**src/rtl/hmc_pkg.sv**
```systemverilog
// ----------------------------------------------------------------------------
// hmc_pkg: shared types and constants for the chain statistics accumulator
// widths, defaults, and the record passed from the accumulate front to the
// back-end divider
// ----------------------------------------------------------------------------
package hmc_pkg;

  localparam int MAX_DRAWS_DEF  = 16384;
  localparam int MAX_CHAINS_DEF = 256;

  localparam logic [5:0]  DEPTH_LIMIT_RST = 6'd10;
  localparam logic [16:0] ACCEPT_ONE      = 17'd65536;
  localparam logic [22:0] GRAND_MAX       = 23'h7FFFFF;
  localparam logic [23:0] RATIO_MAX       = 24'hFFFFFF;
  localparam logic [1:0]  MIN_DRAWS       = 2'd2;

  typedef struct packed {
    logic        diverged;
    logic [5:0]  tree_depth;
    logic [16:0] accept_stat;
    logic [31:0] step_size;
    logic [23:0] energy;
    logic        chain_end;
  } in_item_t;

  typedef struct packed {
    logic [7:0]  chain_number;
    logic [14:0] draw_total;
    logic [14:0] divergent_count;
    logic [14:0] depth_hit_count;
    logic [16:0] accept_mean;
    logic [31:0] final_step_size;
    logic [23:0] bfmi_ratio;
    logic        bfmi_valid;
    logic [22:0] all_divergent;
    logic [22:0] all_depth_hits;
    logic        overflowed;
  } out_item_t;

  // finished chain handed from the front end to the back end
  typedef struct packed {
    logic [7:0]  chain_number;
    logic [14:0] draw_total;
    logic [14:0] divergent_count;
    logic [14:0] depth_hit_count;
    logic [30:0] accept_sum;
    logic [31:0] final_step_size;
    logic [37:0] energy_sum;
    logic [60:0] energy_square_sum;
    logic [62:0] diff_square_sum;
    logic [22:0] all_divergent;
    logic [22:0] all_depth_hits;
    logic        overflowed;
  } chain_rec_t;

endpackage

```
**src/rtl/hmc_front.sv**
```systemverilog
// ----------------------------------------------------------------------------
// hmc_front: per-row accumulation
// updates tallies and energy sums for each item up to MAX_DRAWS draws, flags
// overflow past that, and emits a chain record on chain end
// ----------------------------------------------------------------------------
module hmc_front #(
  parameter int MAX_DRAWS  = hmc_pkg::MAX_DRAWS_DEF,
  parameter int MAX_CHAINS = hmc_pkg::MAX_CHAINS_DEF
) (
  input  logic               clk,
  input  logic               rst_n,
  input  logic               in_valid,
  output logic               in_ready,
  input  hmc_pkg::in_item_t  in_item,
  input  logic [5:0]         depth_limit,
  output logic               rec_valid,
  input  logic               rec_ready,
  output hmc_pkg::chain_rec_t rec
);
  localparam int CW = (MAX_CHAINS > 1) ? $clog2(MAX_CHAINS) : 1;

  logic [23:0] prev_e_r;
  logic [14:0] draws_r;
  logic [37:0] esum_r;
  logic [60:0] esq_r;
  logic [62:0] dsq_r;
  logic [14:0] div_r, dep_r;
  logic [30:0] acc_r;
  logic [CW-1:0] chain_r;
  logic [22:0] gdiv_r, gdep_r;
  logic        ovf_r;

  logic        fire, room;
  logic [16:0] acc_c;
  logic signed [23:0] e_s;
  logic signed [24:0] d_s;
  logic [47:0] e2;
  logic [49:0] d2;
  logic [14:0] div_n, dep_n, draws_n;
  logic [30:0] acc_n;
  logic [37:0] esum_n;
  logic [60:0] esq_n;
  logic [62:0] dsq_n;
  logic        ovf_n;
  logic [23:0] gdiv_s, gdep_s;

  assign in_ready = !rec_valid || rec_ready;
  assign fire = in_valid && in_ready;
  assign room = 32'(draws_r) < MAX_DRAWS;

  always_comb begin
    acc_c = (in_item.accept_stat > hmc_pkg::ACCEPT_ONE) ? hmc_pkg::ACCEPT_ONE
                                                         : in_item.accept_stat;
    e_s = signed'(in_item.energy);
    d_s = 25'(e_s) - 25'(signed'(prev_e_r));
    e2 = 48'(e_s * e_s);
    d2 = 50'(d_s * d_s);
    div_n = div_r; dep_n = dep_r; acc_n = acc_r; esum_n = esum_r;
    esq_n = esq_r; dsq_n = dsq_r; draws_n = draws_r; ovf_n = ovf_r;
    if (room) begin
      div_n = div_r + 15'(in_item.diverged);
      dep_n = dep_r + 15'(in_item.tree_depth >= depth_limit);
      acc_n = acc_r + 31'(acc_c);
      esum_n = esum_r + 38'(e_s);
      esq_n = esq_r + 61'(e2);
      if (draws_r != '0) dsq_n = dsq_r + 63'(d2);
      draws_n = draws_r + 15'd1;
    end else begin
      ovf_n = 1'b1;
    end
    gdiv_s = 24'(gdiv_r) + 24'(div_n);
    gdep_s = 24'(gdep_r) + 24'(dep_n);
  end

  always_ff @(posedge clk) begin
    if (!rst_n) begin
      prev_e_r <= '0; draws_r <= '0; esum_r <= '0; esq_r <= '0; dsq_r <= '0;
      div_r <= '0; dep_r <= '0; acc_r <= '0; chain_r <= '0;
      gdiv_r <= '0; gdep_r <= '0; ovf_r <= 1'b0; rec_valid <= 1'b0;
    end else begin
      if (fire && in_item.chain_end) rec_valid <= 1'b1;
      else if (rec_ready) rec_valid <= 1'b0;
      if (fire) begin
        if (in_item.chain_end) begin
          rec.chain_number <= 8'(chain_r);
          rec.draw_total <= draws_n;
          rec.divergent_count <= div_n;
          rec.depth_hit_count <= dep_n;
          rec.accept_sum <= acc_n;
          rec.final_step_size <= in_item.step_size;
          rec.energy_sum <= esum_n;
          rec.energy_square_sum <= esq_n;
          rec.diff_square_sum <= dsq_n;
          rec.all_divergent <= gdiv_s[23] ? hmc_pkg::GRAND_MAX : gdiv_s[22:0];
          rec.all_depth_hits <= gdep_s[23] ? hmc_pkg::GRAND_MAX : gdep_s[22:0];
          rec.overflowed <= ovf_n;
          gdiv_r <= gdiv_s[23] ? hmc_pkg::GRAND_MAX : gdiv_s[22:0];
          gdep_r <= gdep_s[23] ? hmc_pkg::GRAND_MAX : gdep_s[22:0];
          chain_r <= (32'(chain_r) == MAX_CHAINS - 1) ? '0 : chain_r + CW'(1);
          prev_e_r <= '0; draws_r <= '0; esum_r <= '0; esq_r <= '0;
          dsq_r <= '0; div_r <= '0; dep_r <= '0; acc_r <= '0;
          ovf_r <= 1'b0;
        end else begin
          if (room) prev_e_r <= in_item.energy;
          draws_r <= draws_n; esum_r <= esum_n; esq_r <= esq_n; dsq_r <= dsq_n;
          div_r <= div_n; dep_r <= dep_n; acc_r <= acc_n;
          ovf_r <= ovf_n;
        end
      end
    end
  end
endmodule

```
**config.mk**
```make
export PLATFORM = sky130hd
export DESIGN_NAME = hmc_front
export DESIGN_NICKNAME = d
export VERILOG_FILES = /design/src/rtl/hmc_pkg.sv /design/src/rtl/hmc_front.sv
export SDC_FILE = /design/constraint.sdc
export NUM_CORES = 2
export LEC_CHECK = 0
export ABC_AREA = 0
export BUFFER_PORTS_ARGS = -buffer_cell sky130_fd_sc_hd__buf_2
export CORE_MARGIN = 8
export CORE_UTILIZATION = 64
export CTS_CLUSTER_DIAMETER = 40
export CTS_CLUSTER_SIZE = 30
export DETAILED_ROUTE_END_ITERATION = 8
export GPL_TIMING_DRIVEN = 0
export MAX_ROUTING_LAYER = met4
export PLACE_DENSITY_LB_ADDON = 0.25
export SETUP_SLACK_MARGIN = 0.05
export SLEW_MARGIN = 15
export SYNTH_ARGS = -nofsm -noshare
export SYNTH_HDL_FRONTEND = slang
export SYNTH_SLANG_ARGS = --single-unit
```
**constraint.sdc**
```tcl
create_clock -name clk -period 19.45 [get_ports clk]
set_clock_uncertainty 0.1 [all_clocks]
set_input_delay 0.9725 -clock clk [delete_from_list [all_inputs] [get_ports clk]]
set_output_delay 0.9725 -clock clk [all_outputs]
set_load 0.05 [all_outputs]
```
; ---- After elaboration in Yosys (flattened, before gate mapping)
; Index checks and enable logic that the tools add are counted.
[totals]
reg_bits = 643
input_bits = 91
out_inout_bits = 327
wordCells = 77
[op_classes]
addsub = 11
mul = 2
magnitude_cmp = 3
eq_ne = 1
n_mux = 25
n_reduce_logical = 10
[op_table]
columns = op, n
row1 = two-way mux 63 bit, 3
row2 = two-way mux 61 bit, 2
row3 = two-way mux 15 bit, 6
row4 = two-way mux 38 bit, 2
row5 = adder 63 x 50 -> 63 bit, 1
row6 = two-way mux 31 bit, 2
row7 = adder 61 x 48 -> 61 bit, 1
row8 = multiplier 25 x 25 -> 50 bit, 1
row9 = adder 23 x 15 -> 24 bit, 2
row10 = multiplier 24 x 24 -> 48 bit, 1
row11 = two-way mux 24 bit, 2
row12 = two-way mux 23 bit, 2
row13 = adder 38 bit, 1
row14 = adder 31 x 17 -> 31 bit, 1
row15 = adder 15 x 1 -> 15 bit, 2
row16 = subtractor 24 x 24 -> 25 bit, 1
row17 = greater-than comparator 17 bit (second input constant), 1
row18 = two-way mux 17 bit, 1
row19 = adder 15 x 1 -> 15 bit (second input constant), 1
row20 = < comparator 15 bit (second input constant), 1
row21 = nonzero test 15 bit, 1
row22 = adder 8 x 1 -> 8 bit (second input constant), 1
row23 = equality test 8 bit (second input constant), 1
row24 = two-way mux 8 bit, 1
row25 = 8 further kinds, 14

; ---- Longest topological paths before layout
[logic_depth]
word_depth = 6
ltp_mapped = 52
ltp_nobuf = 49

; ---- Worst setup path after synthesis
; Ideal clock, no wire load.
[synth_timing]
kind = input -> register
start = input port rec_ready
end = register rec[0] (netlist bit), enable pin
setup_time_ps = 1020
arrival_ps = 15881
required_time_ps = 18330
setup_slack_ps = 2449
path_stages = 7
path_buffers = 3
cell_sequence = nand2b_1 and2_1 clkbuf_1 nand2_1 clkbuf_1 buf_1 nor2_1
[synth_between]
elab_chain_cells = 3
[synth_lines]
columns = item, line
row1 = start: declaration, hmc_front.sv:17  ; input logic rec_ready,
row2 = logical OR 1 bit, hmc_front.sv:47  ; assign in_ready = !rec_valid || rec_ready;
row3 = logical AND 1 bit, hmc_front.sv:48  ; assign fire = in_valid && in_ready;
row4 = AND reduction 3 bit (no line), -
row5 = end: declaration, hmc_front.sv:18  ; output hmc_pkg::chain_rec_t rec
; Every way passes these cells.
; A chain may end at the register's enable or synchronous reset.

; ---- Final worst setup path
[layout_timing]
start = input port in_item[1] (netlist bit)
end = register rec[104] (netlist bit), data pin
[layout_between]
elab_chain_cells = 5
[layout_lines]
columns = item, line
row1 = start: declaration, hmc_front.sv:14  ; input hmc_pkg::in_item_t in_item,
row2 = subtractor 24 x 24 -> 25 bit, hmc_front.sv:55  ; d_s = 25'(e_s) - 25'(signed'(prev_e_r));
row3 = multiplier 25 x 25 -> 50 bit, hmc_front.sv:57  ; d2 = 50'(d_s * d_s);
row4 = adder 63 x 50 -> 63 bit, hmc_front.sv:66  ; if (draws_r != '0) dsq_n = dsq_r + 63'(d2);
row5 = two-way mux 63 bit, hmc_front.sv:66
row6 = two-way mux 63 bit, hmc_front.sv:60  ; if (room) begin
row7 = net dsq_n[57], hmc_front.sv:43  ; logic [62:0] dsq_n;
; The timed path passes the listed nets, and every way through them passes these cells.

==> results.toml <==
[outcome]
status = "finished, final reports clean"

[setup_path]
end_kind = "flop"
crit_type = "input port to flop"
start_kind = "input port"
required_ns = 19.77
cpMaxStageDelayCell = "o21ai_0"
crit_arrival_ns = 16.53
max_stage_delay_ns = 0.78
cp_common_cell = "fa_1"
worst-path-max-fanout = 10

[placed_design]
io_buffers = 417
gp_congestion = 1.056
dp_hpwl_um = 198600
placed_cell_area_um2 = 79090
dp.cells = 9879

[synthesis]
synth-edff-count = 325
async_flop_share_pct = 0
synthTopCellsByArea = "fa_1 31%, edfxtp_1 13%, ha_1 8.7%"
yosys.area.top_type = "fa_1"
synthFlopType = "edfxtp_1"
yosysWarnings = 0
yosys.area.top_type_share_pct = 31.35
synth_cells = 7921
synthesis.area_um2 = 74650
ys_seq_area_share_pct = 21.60
synth.distinct_cells = 94
ys_ff_latch = 643
synth_fp_nets = 9699
avgSynthCellArea_um2 = 9.424

[grt]
grt_antenna_before_repair = 20
first_global_vias = 62297
grt_pass1_wl_um = 367800
grt.met3_usage_pct = 8.338
grt_max_degree = 34
busiest_layer = "met2"
grt_overflow = 0
grt_util_met1_pct = 47.90
use_met2_pct = 61.49
grtUsageTotal_pct = 39.11

[route]
drc_errors = 0
viasPerCell = 6.085
dr.pass1.iters = 6
wl_um = 244600
ant_nets = 0
wl_per_cell_um = 24.35
drt_iter0_drc = 6698
num_vias = 61125

[sta]
period_share_pct = 83.32
finalMaxSlewViolations = 0
min_period_ns = 16.21
relSlewSlack_pct = 7.140
setup_viol = 0
fmax_mhz = 61.71
rsz0062_at_grt = "false"
finalHoldViolCount = 0
worstMarginPinSlew_ns = 1.383

[cts]
post_cts_buffers = 0
ctsHoldBuffers = 0
clockBufferDepth = 3
post_cts_resized = 0
numCtsBuffers = 80
path_clk_slew_ns = 0.07
cts_tree = "built"
h-tree-depth = 3
cts-root-buf = "clkbuf_16"
clk_latency_ns = 0.69
cts.sinks = 643

[floorplan]
core_area_um2 = 115900
initial_core_util_pct = 64.41
ios = 418
die-area_um2 = 127800
die_w_um = 357.5
die_y_um = 357.5
rows = 125

[worst_hold_path]
hold_class = "input port to flop"

[finish]
design_area_um2 = 82180
area_growth_pct = 10.10
postLayoutCoreUtil_pct = 70.91
final_nets = 10215
finalNonFillerCells = 10046
drive_above_1_share_pct = 8.054

[job]
maxCapViolCount = 0
==> worst paths after layout <==
kind	startpoint	endpoint	slack (ns)	cells after the start
worst max-delay path	in_item[1]	rec[104]	3.24	46
worst min-delay path	in_item[29]	rec[213]	0.35	1
worst max register to register	prev_e_r[1]	rec[104]	4.19	44
worst min register to register	acc_r[0]	acc_r[0]	0.39	2
==> cells in the mapped netlist (36+ instances only) <==
| cell | number |
|---|---|
| clkbuf_1 | 283 |
| fa_1 | 1169 |
| o21ai_0 | 390 |
| nand2b_1 | 46 |
| nor3_1 | 57 |
| ha_1 | 518 |
| nor2b_1 | 52 |
| nand2_1 | 764 |
| and3_1 | 58 |
| a22oi_1 | 123 |
| a21oi_1 | 321 |
| nand4_1 | 44 |
| edfxtp_1 | 325 |
| xor2_1 | 143 |
| a31oi_1 | 69 |
| dfxtp_1 | 318 |
| nor2_1 | 557 |
| and2_1 | 152 |
| or3_1 | 47 |
| a211oi_1 | 36 |
| o21a_1 | 44 |
| o21bai_1 | 52 |
| xnor2_1 | 253 |
| a21o_1 | 169 |
| nand3_1 | 116 |
| inv_1 | 1418 |
==> state kept, by name, indices dropped and copies added (netlist names), 23 cells and up <==
signal / flops
acc_r: 31
gdiv_r: 23
esum_r: 38
gdep_r: 23
dsq_r: 63
esq_r: 61
prev_e_r: 24
rec: 325
==> per-stage QoR <==
| stage | TNS, ns | worst slack (ns) | hold slack [ns] |
|---|---|---|---|
| after floorplan | 0 | 2.449 | 0.3422 |
| after global placement | -1328.35 | -4.126 | 0.3530 |
| after detailed placement | 0 | 3.203 | 0.3663 |
| after CTS | 0 | 3.859 | 0.3248 |
| after global routing | 0 | 2.907 | 0.3315 |
| final | 0 | 3.244 | 0.3470 |
==> cell families (layout without fill, tap and decap cells) <==
family	count (synthesis)	in the layout	share of synthesized area [%]
AND/OR/NAND/NOR	1981	1981	12.04
buffers and inverters	1740	2324	8.771
adder cells (fa/ha/maj)	1687	1687	40.03
AO/OA/AOI/OAI	1446	1446	12.49
flip-flops	643	643	21.60
XOR/XNOR	397	397	4.668
multiplexers	27	27	0.3989
other	0	17	0
==> cell usage in the layout, fill, tap and decap left out, types with 14 or more instances in the layout <==
master,n
or2_2,21
mux2_2,22
o31ai_1,22
clkinv_8,14
a31oi_1,69
nor3_1,57
inv_1,1418
nor2_1,556
nand2b_1,46
nor2b_1,52
o21a_1,44
a21o_1,169
or3_1,47
nor4_1,15
edfxtp_1,325
diode_2,17
a21oi_1,321
nand4_1,44
and2_1,152
buf_1,18
o21ai_0,390
nand2_1,764
o211ai_1,26
or4_1,14
o21bai_1,52
a211oi_1,36
and3_1,58
ha_1,517
xnor2_1,244
a211o_1,14
clkbuf_16,82
fa_1,1169
nand3_1,116
xor2_1,140
clkbuf_1,282
buf_2,423
inv_6,14
dfxtp_1,318
a22oi_1,123
==> cell type report <==
type / count / area [um^2]
inverters: 1431 / 5371
multi-input cells: 5538 / 52080
clock buffers: 83 / 2056
repair buffers: 434 / 2437
clock inverters: 67 / 987.2
diodes: 17 / 42.54
fillers: 8876 / 33710
well taps: 1524 / 1907
flip-flops and latches: 643 / 16130
plain buffers: 309 / 1179
==> layer usage <==
layer / wire (um) / share of wire (%)
met2: 111600 / 46
met3: 27110 / 11
met5: 0 / 0
met4: 15460 / 6.3
met1: 90500 / 37
==> critical path, delay by kind of cell <==
| family | cells | cell delay [ns] |
|---|---|---|
| buf+inv | 9 | 2.88 |
| xor+xnor | 3 | 1.18 |
| compound gates | 17 | 5.56 |
| simple gates | 7 | 1.69 |
| fa+ha+maj | 10 | 4.20 |
Power is not shown: default switching activity piles up to over one toggle a cycle in this logic, so the estimate is an artifact.
