==> config.mk <==
export PLATFORM = sky130hd
export DESIGN_NAME = hmc_queue
export DESIGN_NICKNAME = d
export VERILOG_FILES = /design/src/rtl/hmc_pkg.sv /design/src/rtl/hmc_queue.sv
export SDC_FILE = /design/constraint.sdc
export NUM_CORES = 1
export LEC_CHECK = 0
export BUFFER_PORTS_ARGS = -buffer_cell sky130_fd_sc_hd__buf_2
export CAP_MARGIN = 20
export CORE_AREA = 2 2 252 254
export CTS_CLUSTER_SIZE = 16
export DETAILED_ROUTE_END_ITERATION = 12
export DIE_AREA = 0 0 254 256
export GPL_ROUTABILITY_DRIVEN = 0
export MAX_ROUTING_LAYER = met4
export PLACE_DENSITY = 0.71
export SLEW_MARGIN = 20
export SYNTH_ARGS = -nofsm -noshare
export SYNTH_HDL_FRONTEND = slang
export SYNTH_SLANG_ARGS = --single-unit
==> constraint.sdc <==
create_clock -name clk -period 26.5 [get_ports clk]
set_input_delay 2.65 -clock clk [delete_from_list [all_inputs] [get_ports clk]]
set_output_delay 2.65 -clock clk [all_outputs]
set_load 0.005 [all_outputs]
==> src/rtl/hmc_pkg.sv <==
// ----------------------------------------------------------------------------
// hmc_pkg: shared types and constants for the chain statistics accumulator
// widths, defaults, and the record passed from the accumulate front to the
// back-end divider
// ----------------------------------------------------------------------------
package hmc_pkg;

  localparam int MAX_DRAWS_DEF  = 16384;
  localparam int MAX_CHAINS_DEF = 256;

  localparam logic [5:0]  DEPTH_LIMIT_RST = 6'd10;
  localparam logic [16:0] ACCEPT_ONE      = 17'd65536;
  localparam logic [22:0] GRAND_MAX       = 23'h7FFFFF;
  localparam logic [23:0] RATIO_MAX       = 24'hFFFFFF;
  localparam logic [1:0]  MIN_DRAWS       = 2'd2;

  typedef struct packed {
    logic        diverged;
    logic [5:0]  tree_depth;
    logic [16:0] accept_stat;
    logic [31:0] step_size;
    logic [23:0] energy;
    logic        chain_end;
  } in_item_t;

  typedef struct packed {
    logic [7:0]  chain_number;
    logic [14:0] draw_total;
    logic [14:0] divergent_count;
    logic [14:0] depth_hit_count;
    logic [16:0] accept_mean;
    logic [31:0] final_step_size;
    logic [23:0] bfmi_ratio;
    logic        bfmi_valid;
    logic [22:0] all_divergent;
    logic [22:0] all_depth_hits;
    logic        overflowed;
  } out_item_t;

  // finished chain handed from the front end to the back end
  typedef struct packed {
    logic [7:0]  chain_number;
    logic [14:0] draw_total;
    logic [14:0] divergent_count;
    logic [14:0] depth_hit_count;
    logic [30:0] accept_sum;
    logic [31:0] final_step_size;
    logic [37:0] energy_sum;
    logic [60:0] energy_square_sum;
    logic [62:0] diff_square_sum;
    logic [22:0] all_divergent;
    logic [22:0] all_depth_hits;
    logic        overflowed;
  } chain_rec_t;

endpackage

==> src/rtl/hmc_queue.sv <==
// ----------------------------------------------------------------------------
// hmc_queue: two-entry chain record queue
// decouples the accumulate front from the divide back end
// ----------------------------------------------------------------------------
module hmc_queue (
  input  logic                clk,
  input  logic                rst_n,
  input  logic                wr_valid,
  output logic                wr_ready,
  input  hmc_pkg::chain_rec_t wr_data,
  output logic                rd_valid,
  input  logic                rd_ready,
  output hmc_pkg::chain_rec_t rd_data
);
  hmc_pkg::chain_rec_t mem_r [2];
  logic       wp_r, rp_r;
  logic [1:0] cnt_r;
  logic       wr, rd;

  assign wr_ready = cnt_r != 2'd2;
  assign rd_valid = cnt_r != 2'd0;
  assign rd_data  = mem_r[rp_r];
  assign wr = wr_valid && wr_ready;
  assign rd = rd_valid && rd_ready;

  always_ff @(posedge clk) begin
    if (wr) mem_r[wp_r] <= wr_data;
    if (!rst_n) begin
      wp_r <= 1'b0; rp_r <= 1'b0; cnt_r <= 2'd0;
    end else begin
      if (wr) wp_r <= !wp_r;
      if (rd) rp_r <= !rp_r;
      cnt_r <= cnt_r + 2'(wr) - 2'(rd);
    end
  end
endmodule

* After elaboration in Yosys (flattened, before gate mapping)
Memories as Yosys holds them, arrays and structs flattened. A register that Yosys moved wholly into a read port is not among the register bits.
Cells that the tools add are included.
** Storage, ports and cells
- Bits in latches :: 0
- Logic and storage cells :: 16
- Flip-flop bits (word level) :: 4
- Memories kept :: 1
- Bits in read-only memories :: 0
- Bits of input ports :: 329
- RAM bits :: 650
** Cells by class
- Div/mod/pow operators :: 0
- Add/sub/neg operators :: 2
- Bitwise gates (word level) :: 0
- Reductions and logical operators :: 5
- Order comparisons :: 0
- Shift operators :: 0
- Multipliers :: 0
- Equal/unequal tests :: 1
- Multiplexer cells :: 4
** Memory list
- mem_r :: words 2, width 325, rd ports 1, clocked after memory_dff 1, wr ports 1, RTL line hmc_queue.sv:15 : hmc_pkg::chain_rec_t mem_r [2];
** Operators by type and width (number)
- $mux 1 :: 4
- $add 2x1->2 :: 1
- $logic_and 1x1->1 :: 2
- $logic_not 1->1 :: 2
- $ne 2x2->1 const B :: 1
- $reduce_bool 2->1 :: 1
- $sub 2x1->2 :: 1

* Logic depth before layout (Yosys ltp)
Gate-level depths: netlist of the first run.
- Word-level depth :: 4
- Mapped depth :: 6
- Depth with buffers taken out :: 6

* Worst setup path after synthesis of the first run
No wires, ideal clock.
- Kind :: input-to-reg
- From :: in wr_valid
- To :: mem mem_r[1][0] (netlist name) (enable)
- Data arrival time :: 10.086 ns
- Stages on the path :: 1
- Library setup time :: 0.731 ns
- Buffers on the path :: 0
- Setup slack :: 15.684 ns
- Cell sequence :: and3_1
** Between the ends
- Longest elaborated chain between the ends :: 3
** RTL lines
- start, declared :: RTL line hmc_queue.sv:8 : input logic wr_valid,
- $logic_and 1x1->1 :: RTL line hmc_queue.sv:23 : assign wr = wr_valid && wr_ready;
- $mux 1 :: RTL line hmc_queue.sv:27 : if (wr) mem_r[wp_r] <= wr_data;
- $mux 1 (implied by the code) :: RTL line hmc_queue.sv:27
- end, declared :: RTL line hmc_queue.sv:15
No other way between the ends.

==> summary.md, run 1 <==
| Metric | Value |
|---|---|
| Die H | 256 µm |
| Dpl cells | 2,518 |
| Width of the chip | 254 µm |
| Share of cells above drive strength 1 | approximately three fifths |
| WL met3 | 4344 µm |
| Worst Hold Class | flip-flop to flip-flop |
| Design area | approximately 31,000 µm² |
| Io pins | 656 |
| Max-cap violations | 0 |
| DR WL/cell | 20.79 µm |
| Slew HR | 24.73% |
| GRT Total Usage | 16.93% |
| RSZ-0062 raised after global routing | false |
| Starting Density | 39.65% |
| Peak supply drop | 60.07 µV |
| Layout Cells excl Fill | 2,669 |
| Met2 WL | 29,110 µm |
| Vias per cell | 4.643 |
| Crit path time final | 7.326 ns |
| Highest-count cells in the layout ignoring fill and taps | buf_2, edfxtp_1, mux2_4 |
| Run status | completed |
| Die area | 65,020 µm² |
| Port buffer count | between 600 and 700 |
| Layout Skew | ~0.017 ns |
| Total wire length | 55,500 µm |
| Drt drc | 0 |
| Setup crit end kind | primary output |
| Dpl cell area | 28,820 µm² |
| Uppermost routed layer | met4 |
| Fmax | 0.1365 GHz |
| CTS H-tree lvls | 3 |
| DR pass1 iterations | 4 |
| Slew Viols, Final | 0 |
| Synthesized area per cell | 23.76 µm² |
| Post-synth cell types | 25 |
| Met1 Wirelength | between 15,000 and 20,000 µm |
| Final HPWL DP | 38,530 µm |
| Vias in the first global route | 13,212 |
| Slew @ Worst Pin | between 1 and 1.5 ns |
| Num CTS Buffers | 70 |
| Worst skew pair latency | 0.59 ns |
| Clk slew on worst S/H paths | ~0.070 ns |
| Overall power | 2791 µW |
| Post-Synthesis Cell Area | between 20,000 and 25,000 µm² |
| Initial antenna violation count | 26 |
| Hold depth | 2 |
| CTS tree | done |
| Setup violators final | 0 |
| Worst setup path class | flip-flop to primary output |
| CTS sink count | 655 |
| First-pass GRT wire length | 79,120 µm |
| R2R depth | 5 |
| Starting DRC count in detailed routing | 670 |
| Yosys reg bits | 655 |
| Clock root cell | clkbuf_16 |
| Period Utilization, post-route | 27.64% |
| Final Hold Vio Count | 0 |
| Leak | ~0.012 µW |
| Commonest non-fill, non-tap cell in the layout | buf_2 |
| Area grow syn2layout | 25.86% |
| Setup TNS | 0 ns |
| Num rows | 92 |
| GRT overflow | 0 |
| CTS Hold Buffers Added | 0 |
| YS warnings | 0 |
| Cell Pwr Density | roughly 90 nW/µm² |
| Nets | about 2,100 |
| Max Buffers Root-to-Sink | 3 |
| Post-Syn Nets | 1,371 |
| Pin count of the biggest net entering global routing | 118 |
| Resized Gates After CTS | 0 |
| Routed via count | 12,393 |
| Core ar. | 62,390 µm² |
| CP Data Arrival Time | 4.68 ns |
| Crit path max fanout | 72 |
| Mapped Cells | 1,041 |
| Final ANT Viol Nets | 0 |
| Post-synthesis sequential area ratio | around 80% |
| Type of origin of the critical path | flip-flop |
| CP Data Required Time | roughly 24 ns |
| Post-CTS Setup Inserts | 0 |
[logic make-up (layout without fill, tap and decap cells)]
logic type	Yosys count	in the layout	synth area share [%]
buffers and inverters	38	793	1.492
muxes	325	325	18.59
adders and majority gates	1	1	0.05057
other	0	27	0
DFF	655	655	79.31
and+or+nand+nor	15	15	0.3490
AOI/OAI and AO/OA	6	6	0.1770
xor gates and xnor gates	1	1	0.03541
[critical path, cell delays in order, from the launching register on]
cell	delay [ns]
dfxtp_4	0.59
buf_4	0.80
buf_4	0.94
buf_4	0.94
mux2_2	0.43
buf_2	0.13
[area by class of cell]
| type | count | area, µm² |
|---|---|---|
| clock inverters | 41 | 421.7 |
| multi-input cells | 348 | 4755 |
| well taps | 846 | 1059 |
| clock buffers | 83 | 1822 |
| flip-flops and latches | 655 | 19620 |
| inverters | 2 | 15.01 |
| repair buffers | 667 | 3372 |
| fillers | 5134 | 31260 |
| diodes | 27 | 67.56 |
[path summary, 6_finish.rpt]
check	slack, ns	start	endpoint
setup reg to reg	22.29	cnt_r[0]$_SDFF_PN0_	mem_r[1][286]$_DFFE_PP_
hold reg to reg	0.50	rp_r$_SDFFE_PN0P_	rp_r$_SDFFE_PN0P_
hold / removal	0.50	rp_r$_SDFFE_PN0P_	rp_r$_SDFFE_PN0P_
setup / recovery	19.17	flip-flop	rd_data[0]
[power breakdown]
part	switching [µW]	internal, µW	leakage, µW	total [µW]
Sequential	31.6	1260	0.00612	1290
Combinational	257	295	0.00476	552
Clock	392	556	0.00109	947
[cells in the mapped netlist]
master,number,share of area [%]
dfxtp_1,5,0.40
buf_6,29,1.3
o31a_1,1,0.035
and2_1,1,0.025
nor3_1,1,0.020
nor2b_1,1,0.025
mux2_2,75,3.4
o21ba_2,1,0.040
nor4bb_1,1,0.040
nand3_1,1,0.020
buf_2,7,0.14
nor4_1,1,0.025
a21bo_2,1,0.040
nor2_1,4,0.061
nand2b_1,1,0.025
inv_1,2,0.030
mux2_4,250,15
a21oi_1,1,0.020
o21ai_0,2,0.040
edfxtp_1,650,79
xor2_1,1,0.035
ha_1,1,0.051
nand3b_1,1,0.030
and3_1,2,0.051
or2_2,1,0.025
[flip-flops by register name, summed over array words and instances (netlist names), named ones only]
| signal | count |
|---|---|
| mem_r | 650 |
| wp_r | 1 |
| rp_r | 1 |
| cnt_r | 2 |
[metal layers]
layer	vias to the layer above	GRT usage, %
met2	489	28.98
li1	5619	-
met3	132	5.176
met1	6153	17.02
met5	-	-
met4	0	9.690
[through the flow]
step / utilization (%) / setup slack, ns / hold slack [ns]
2_1_floorplan: - / 15.68 / 0.4725
3_3_place_gp: 46.19 / 19.81 / 0.4923
3_5_place_dp: 46.19 / 19.74 / 0.4925
4_1_cts: 49.79 / 19.05 / 0.5079
5_1_grt: 49.90 / 18.87 / 0.5644
6_report: 49.90 / 19.17 / 0.5009
Power figures use the tool's default switching activity.
==> inputs of run 2 (changes only) <==
Settings changed: ABC_AREA set to 1, CORE_AREA 2 2 252 254 to 2 2 255 257, DIE_AREA 0 0 254 256 to 0 0 257 259.
Clock period 26.5 ns to 6.4 ns, I/O delays scaled along.
==> summary.md, run 2 <==
| Metric | Value |
|---|---|
| CTS Hold Buffers Added | 0 (unchanged) |
| Worst setup path class | flip-flop to primary output |
| Leading area contributor after synthesis | edfxtp_1 |
| Routed via count | 12,276 (-0.94%) |
| Worst Hold Class | input port to flip-flop |
| Worst reg2reg path startpoint | cnt_r[0]$_SDFF_PN0_ |
| First-pass GRT wire length | 75,520 µm (-4.6%) |
| CP Data Arrival Time | 2.39 ns (-2.29 ns) |
| Post-synth EDFFs | 650 (unchanged) |
| Vias in the first global route | 13,089 (-0.93%) |
| Pin count of the biggest net entering global routing | 168 (+42%) |
| Mux cell area share after synthesis | 15.66% (-2.9 points) |
| Comb pwr share | 20.8% (+1.0 points) |
| Mapped Cells | 1,047 (+0.58%) |
| Fmax | 0.3304 GHz |
| Crit path time final | between 3 and 4 ns |
| Max-cap violations | 0 (unchanged) |
| Slowest-stage cell, CP | mux2_2 |
| Pre-CTS WS | 4.027 ns (-15.71 ns) |
| Ys async rst share | 0% (unchanged) |
| Num rows | 93 (+1.1%) |
| Clock root cell | clkbuf_16 |
| Nets | 2,073 (-0.048%) |
| Highest-count cells in the layout ignoring fill and taps | buf_2, edfxtp_1, mux2_2 |
| DR WL/cell | 19.35 µm (-6.9%) |
| GRT Total Usage | 15.38% (-1.6 points) |
| Post-Synthesis Cell Area | 23,850 µm² (-3.6%) |
| Worst skew pair latency | 0.60 ns (about the same) |
| Bufs and invs on worst path | 2 (-2) |
| Starting DRC count in detailed routing | 863 (+29%) |
| Area grow syn2layout | 26.43% |
| Run status | completed |
| DR pass1 iterations | 5 (+1) |
| Compound-Gate Fraction of Synth Area | 0.02099% (-0.16 points) |
| Crit-path leading delay family | buffers and inverters |
| Final ANT Viol Nets | 0 (unchanged) |
| Most flop-heavy register | mem_r |
| Io pins | 656 (unchanged) |
| Clk slew on worst S/H paths | 0.06 ns (about the same) |
| Slew HR | 21.07% (-3.7 points) |
| Max Buffers Root-to-Sink | 3 (unchanged) |
| Starting Density | 37.33% (-2.3 points) |
| Die area | 66,560 µm² (+2.4%) |
| CTS sink count | 655 (unchanged) |
| Worst-path cell chain | buf_12 > mux2_2 > buf_2 |
| Regs by FF count | mem_r x650, cnt_r x2 |
| Port buffer count | 655 (unchanged) |
| Yosys reg bits | 655 (unchanged) |
| Post-Syn Nets | 1,377 (+0.44%) |
| Resized Gates After CTS | 0 (unchanged) |
| Post-synthesis sequential area ratio | 82.27% (+3.0 points) |
| Final worst slack | 3.374 ns (-15.80 ns) |
| Final Hold Vio Count | 0 (unchanged) |
| Overall power | 11,780 µW (+320%) |
| Dpl cells | 2,527 (+0.36%) |
| Post-Synth XOR/XNOR Area | 0.03673% (+0.0013 points) |
| Type of origin of the critical path | flip-flop |
| Final HPWL DP | 35,220 µm (-8.6%) |
| Num CTS Buffers | 69 (-1.4%) |
| Leak | 0.01113 µW (-7.1%) |
| Share of cells above drive strength 1 | 60.06% (-1.0 points) |
| Layout Skew | 0.02309 ns (+0.006265 ns) |
| Post-synth cell types | 14 (-44%) |
| NetSw | 2949 µW (+330%) |
| Setup violators final | 0 (unchanged) |
| Post-Synth Simple-Gate Area | 0.3358% (-0.013 points) |
| Setup crit end kind | primary output |
| Switching Share | 25.04% (+0.68 points) |
| Hold path start | wr_data[262] |
| Main flop type after synthesis | edfxtp_1 |
| CTS tree | done |
| Final core occ | 47.20% (-2.7 points) |
| Crit path max fanout | 161 (+120%) |
| Layout Cells excl Fill | 2,668 (-0.037%) |
| Fill cell count | 5,320 (+3.6%) |
| Initial antenna violation count | 18 (-31%) |
| Slew Viols, Final | 0 (unchanged) |
| Largest family of logic cells by synthesized area | multiplexers |
| Synthesized area per cell | 22.78 µm² (-4.1%) |
| Drt drc | 0 (unchanged) |
| Vias per cell | 4.601 (-0.91%) |
| Period Utilization, post-route | 47.28% |
| Total wire length | 51,620 µm (-7.0%) |
| Post-CTS Setup Inserts | 0 (unchanged) |
| Post-synth top area share | 81.85% (+2.9 points) |
| Width of the chip | 257 µm (+1.2%) |
| Top-count cell post-synth | edfxtp_1 |
| YS warnings | 0 (unchanged) |
| Adder-Cell Fraction of Synth Area | 0.05247% (+0.0019 points) |
| Sequential share of power | 47.3% (+1.0 points) |
| Largest cells by area after synthesis | edfxtp_1, mux2_2, buf_6 |
| Slew @ Worst Pin | 1.184 ns (+0.05497 ns) |
| Cell Pwr Density | 390.6 nW/µm² (+340%) |
| Power share of the clock group | 31.9% (-2.0 points) |
| Commonest non-fill, non-tap cell in the layout | buf_2 |
| Max FFs per register | 650 (unchanged) |
| Max incr delay on CP | 0.43 ns (-0.51 ns) |
| Synth cell count leaders | edfxtp_1, mux2_2, buf_6 |
| P_int | 8829 µW (+320%) |
| Die H | 259 µm (+1.2%) |
| RSZ-0062 raised after global routing | false |
| Setup TNS | 0 ns (unchanged) |
| Core ar. | 63,880 µm² (+2.4%) |
| GRT overflow | 0 (unchanged) |
| CP Data Required Time | 5.76 ns (-18.09 ns) |
| Peak supply drop | 292.4 µV (+390%) |
| CTS H-tree lvls | 3 (unchanged) |
## run 2: power by group through the flow
stage / Sequential, µW / Clock (µW) / Combinational, µW
floorplan: 5820 / 0 / 1470
global placement: 5630 / 0 / 2440
detailed placement: 5670 / 0 / 2460
CTS: 5580 / 3860 / 2480
global route: 5620 / 4020 / 2630
finish: 5580 / 3750 / 2450
## run 2: worst paths after layout
path,to,slack (ns),depth (start not counted)
worst max-delay path,rd_data[196],3.37,3
worst min-delay path,mem_r[0][262]$_DFFE_PP_,0.23,1
worst max register to register,mem_r[1][176]$_DFFE_PP_,4.19,5
worst min register to register,flip-flop,0.50,2
## run 2: final cells by class
cell class / instances / area (µm²) / area share (%)
multi-input combinational: 349 / 3856 / 12.79
clock inverter: 37 / 299.0 / 0.9918
tap: 855 / 1070 / 3.548
timing repair buffer: 661 / 3398 / 11.27
sequential: 655 / 19620 / 65.08
clock buffer: 86 / 1833 / 6.080
inverter: 7 / 26.28 / 0.08715
antenna: 18 / 45.04 / 0.1494
## run 2: metrics by stage
step	hold WS (ns)	area (µm²)
2_1_floorplan	0.4669	23850
4_1_cts	0.1753	30110
5_1_grt	0.1884	30150
6_report	0.2288	30150
3_3_place_gp	0.4810	27970
3_5_place_dp	0.4874	27970
## run 2: cell families after synthesis
kind of cell | count (synthesis)
xor+xnor | 1
buf+inv | 43
mux | 325
compound gates | 1
flops | 655
fa+ha+maj | 1
simple gates | 21
## run 2: metal layers
layer	GRT usage [%]	vias to the layer above	wire (µm)
met5	-	-	0
met4	7.558	0	1772
met3	4.560	114	3810
met2	26.57	442	27680
met1	16.02	6130	18360
li1	-	5590	-
==> inputs of run 3 (changes only) <==
Clock period 6.4 ns to 2.55 ns, I/O delays scaled along.
==> summary.md, run 3 (synthesis gave the netlist of run 2 again) <==
| Metric | Value |
|---|---|
| Run status | completed |
| Total wire length | 59,460 µm (+15%) |
| Final Hold Vio Count | 0 (unchanged) |
| Slew @ Worst Pin | 0.4803 ns (-0.7037 ns) |
| First-pass GRT wire length | 88,110 µm (+17%) |
| Vias in the first global route | 15,427 (+18%) |
| Max incr delay on CP | 0.38 ns (-0.05 ns) |
| CTS sink count | 655 (unchanged) |
| Uppermost routed layer | met4 |
| Io pins | 656 (unchanged) |
| Share of cells above drive strength 1 | 52.12% (-7.9 points) |
| Worst reg2reg path endpoint | mem_r[1][82]$_DFFE_PP_ |
| Core ar. | 63,880 µm² (unchanged) |
| Width of the chip | 257 µm (unchanged) |
| RSZ-0062 raised after global routing | false |
| R2R depth | 5 (unchanged) |
| Clock root cell | clkbuf_16 |
| Vias per cell | 4.664 (+1.4%) |
| Dpl cells | 2,556 (+1.1%) |
| Slowest-stage cell, CP | mux2_2 |
| Nets | 2,426 (+17%) |
| Crit-path leading delay family | buffers and inverters |
| Worst skew pair latency | 0.58 ns (-0.02 ns) |
| Final Hold Slack | 0.07162 ns (-0.1572 ns) |
| Die H | 259 µm (unchanged) |
| Type of origin of the critical path | flip-flop |
| Met1 Wirelength | 21,440 µm (+17%) |
| Post-CTS Setup Inserts | 0 (unchanged) |
| Num rows | 93 (unchanged) |
| Commonest non-fill, non-tap cell in the layout | buf_2 |
| DR pass1 iterations | 7 (+2) |
| DR WL/cell | 19.77 µm (+2.2%) |
| Fmax | 0.4120 GHz |
| Crit path max fanout | 70 (-57%) |
| Final worst slack | 0.1229 ns (-3.251 ns) |
| Starting Density | 37.33% (unchanged) |
| Hold path start | wr_valid |
| Hold depth | 5 (+4) |
| CTS tree | done |
| Max-cap violations | 0 (unchanged) |
| GRT overflow | 0 (unchanged) |
| Layout Skew | 0.01862 ns (-0.004473 ns) |
| Die area | 66,560 µm² (unchanged) |
| Setup crit end kind | primary output |
| Met2 WL | 31,650 µm (+14%) |
| Highest-count cells in the layout ignoring fill and taps | buf_2, edfxtp_1, dlygate4sd3_1 |
| Slew HR | 67.98% (+47 points) |
| Drt drc | 0 (unchanged) |
| Max FFs per register | 650 (unchanged) |
| Final ANT Viol Nets | 0 (unchanged) |
| Crit path time final | 2.427 ns |
| Num CTS Buffers | 68 (-1.4%) |
| Leak | 0.01274 µW (+15%) |
| Initial antenna violation count | 4 (-14) |
| Overall power | 31,070 µW (+160%) |
| Resized Gates After CTS | 0 (unchanged) |
| Clk slew on worst S/H paths | 0.06 ns (about the same) |
| Worst R2R Setup Slack | 0.78 ns (-3.41 ns) |
| WL met3 | 3503 µm (-8.1%) |
| Cell Pwr Density | 917.0 nW/µm² (+130%) |
| Port buffer count | 655 (unchanged) |
| Regs by FF count | mem_r x650, cnt_r x2 |
| Worst Hold Class | input port to flip-flop |
| Pre-CTS WS | 0.7244 ns (-3.303 ns) |
| CP Data Required Time | 2.30 ns (-3.46 ns) |
| Period Utilization, post-route | between 90 and 100% |
| Slew Viols, Final | 0 (unchanged) |
| Area grow syn2layout | 42.07% |
| CP Data Arrival Time | 2.17 ns (-0.22 ns) |
| Hold EP | wp_r$_SDFFE_PN0P_ |
| Worst-path cell chain | buf_12 > buf_12 > mux2_2 > buf_2 |
| Layout Cells excl Fill | 3,008 (+13%) |
| Setup violators final | 0 (unchanged) |
| Final HPWL DP | 39,030 µm (+11%) |
| Peak supply drop | 625.2 µV (+110%) |
| Worst setup path class | flip-flop to primary output |
| Most flop-heavy register | mem_r |
| Bufs and invs on worst path | 3 (+1) |
| Pin count of the biggest net entering global routing | 65 (-61%) |
| CTS H-tree lvls | 3 (unchanged) |
| GRT Total Usage | 17.79% (+2.4 points) |
| Routed via count | 14,028 (+14%) |
| Max Buffers Root-to-Sink | 3 (unchanged) |
| Most frequent CP cell | buf_12 |
| Starting DRC count in detailed routing | 936 (+8.5%) |
| Worst reg2reg path startpoint | cnt_r[1]$_SDFF_PN0_ |
-- run 3: area by class of cell --
class	instances	area, µm²
sequential	655	19620
timing repair buffer	1015	7022
clock inverter	45	476.7
tap	855	1070
clock buffer	78	1782
multi-input combinational	349	3871
fill	4864	30000
inverter	7	26.28
antenna	4	10.01
-- run 3: worst register-to-register path, cell delays in order (launching register included) --
cell and delay [ns]:
dfxtp_1 0.36, nand2_4 0.10, nand2_4 0.09, nor2_4 0.18, buf_12 0.21, buf_4 0.46
-- run 3: metrics by stage --
| stage | util, % | cell area (µm²) | TNS [ns] |
|---|---|---|---|
| after floorplan | - | 23880 | -2081.29 |
| after global placement | 44.39 | 28360 | 0 |
| after detailed placement | 44.39 | 28360 | 0 |
| after CTS | 53.03 | 33880 | 0 |
| after global routing | 53.04 | 33880 | 0 |
| final | 53.04 | 33880 | 0 |
-- run 3: routing by layer --
layer / GRT usage [%] / up-vias
met5: - / -
met4: 9.625 / 0
met3: 4.140 / 175
met2: 31.12 / 552
met1: 18.61 / 7009
li1: - / 6292
-- run 3: how the worst max path moves through the flow --
stage,endpoint,slack (ns),cells past startpoint
6_report,rd_data[163],0.12,4
5_1_grt,rd_data[275],0.03,4
4_1_cts,rd_data[44],0.08,4
3_5_place_dp,rd_data[44],0.72,4
3_3_place_gp,rd_data[142],0.78,4
2_1_floorplan,mem_r[1][0]$_DFFE_PP_,-3.21,4
-- run 3: what timing repair did --
action / in CTS / in global routing
endpoints found under the setup margin: 0 / 1
hold buffers: 326 / 0
endpoints found under the hold margin: 655 / 0
-- run 3: power breakdown --
part / switching [µW] / internal (µW)
Combinational: 3560 / 3530
Clock: 4040 / 5950
Sequential: 346 / 13600
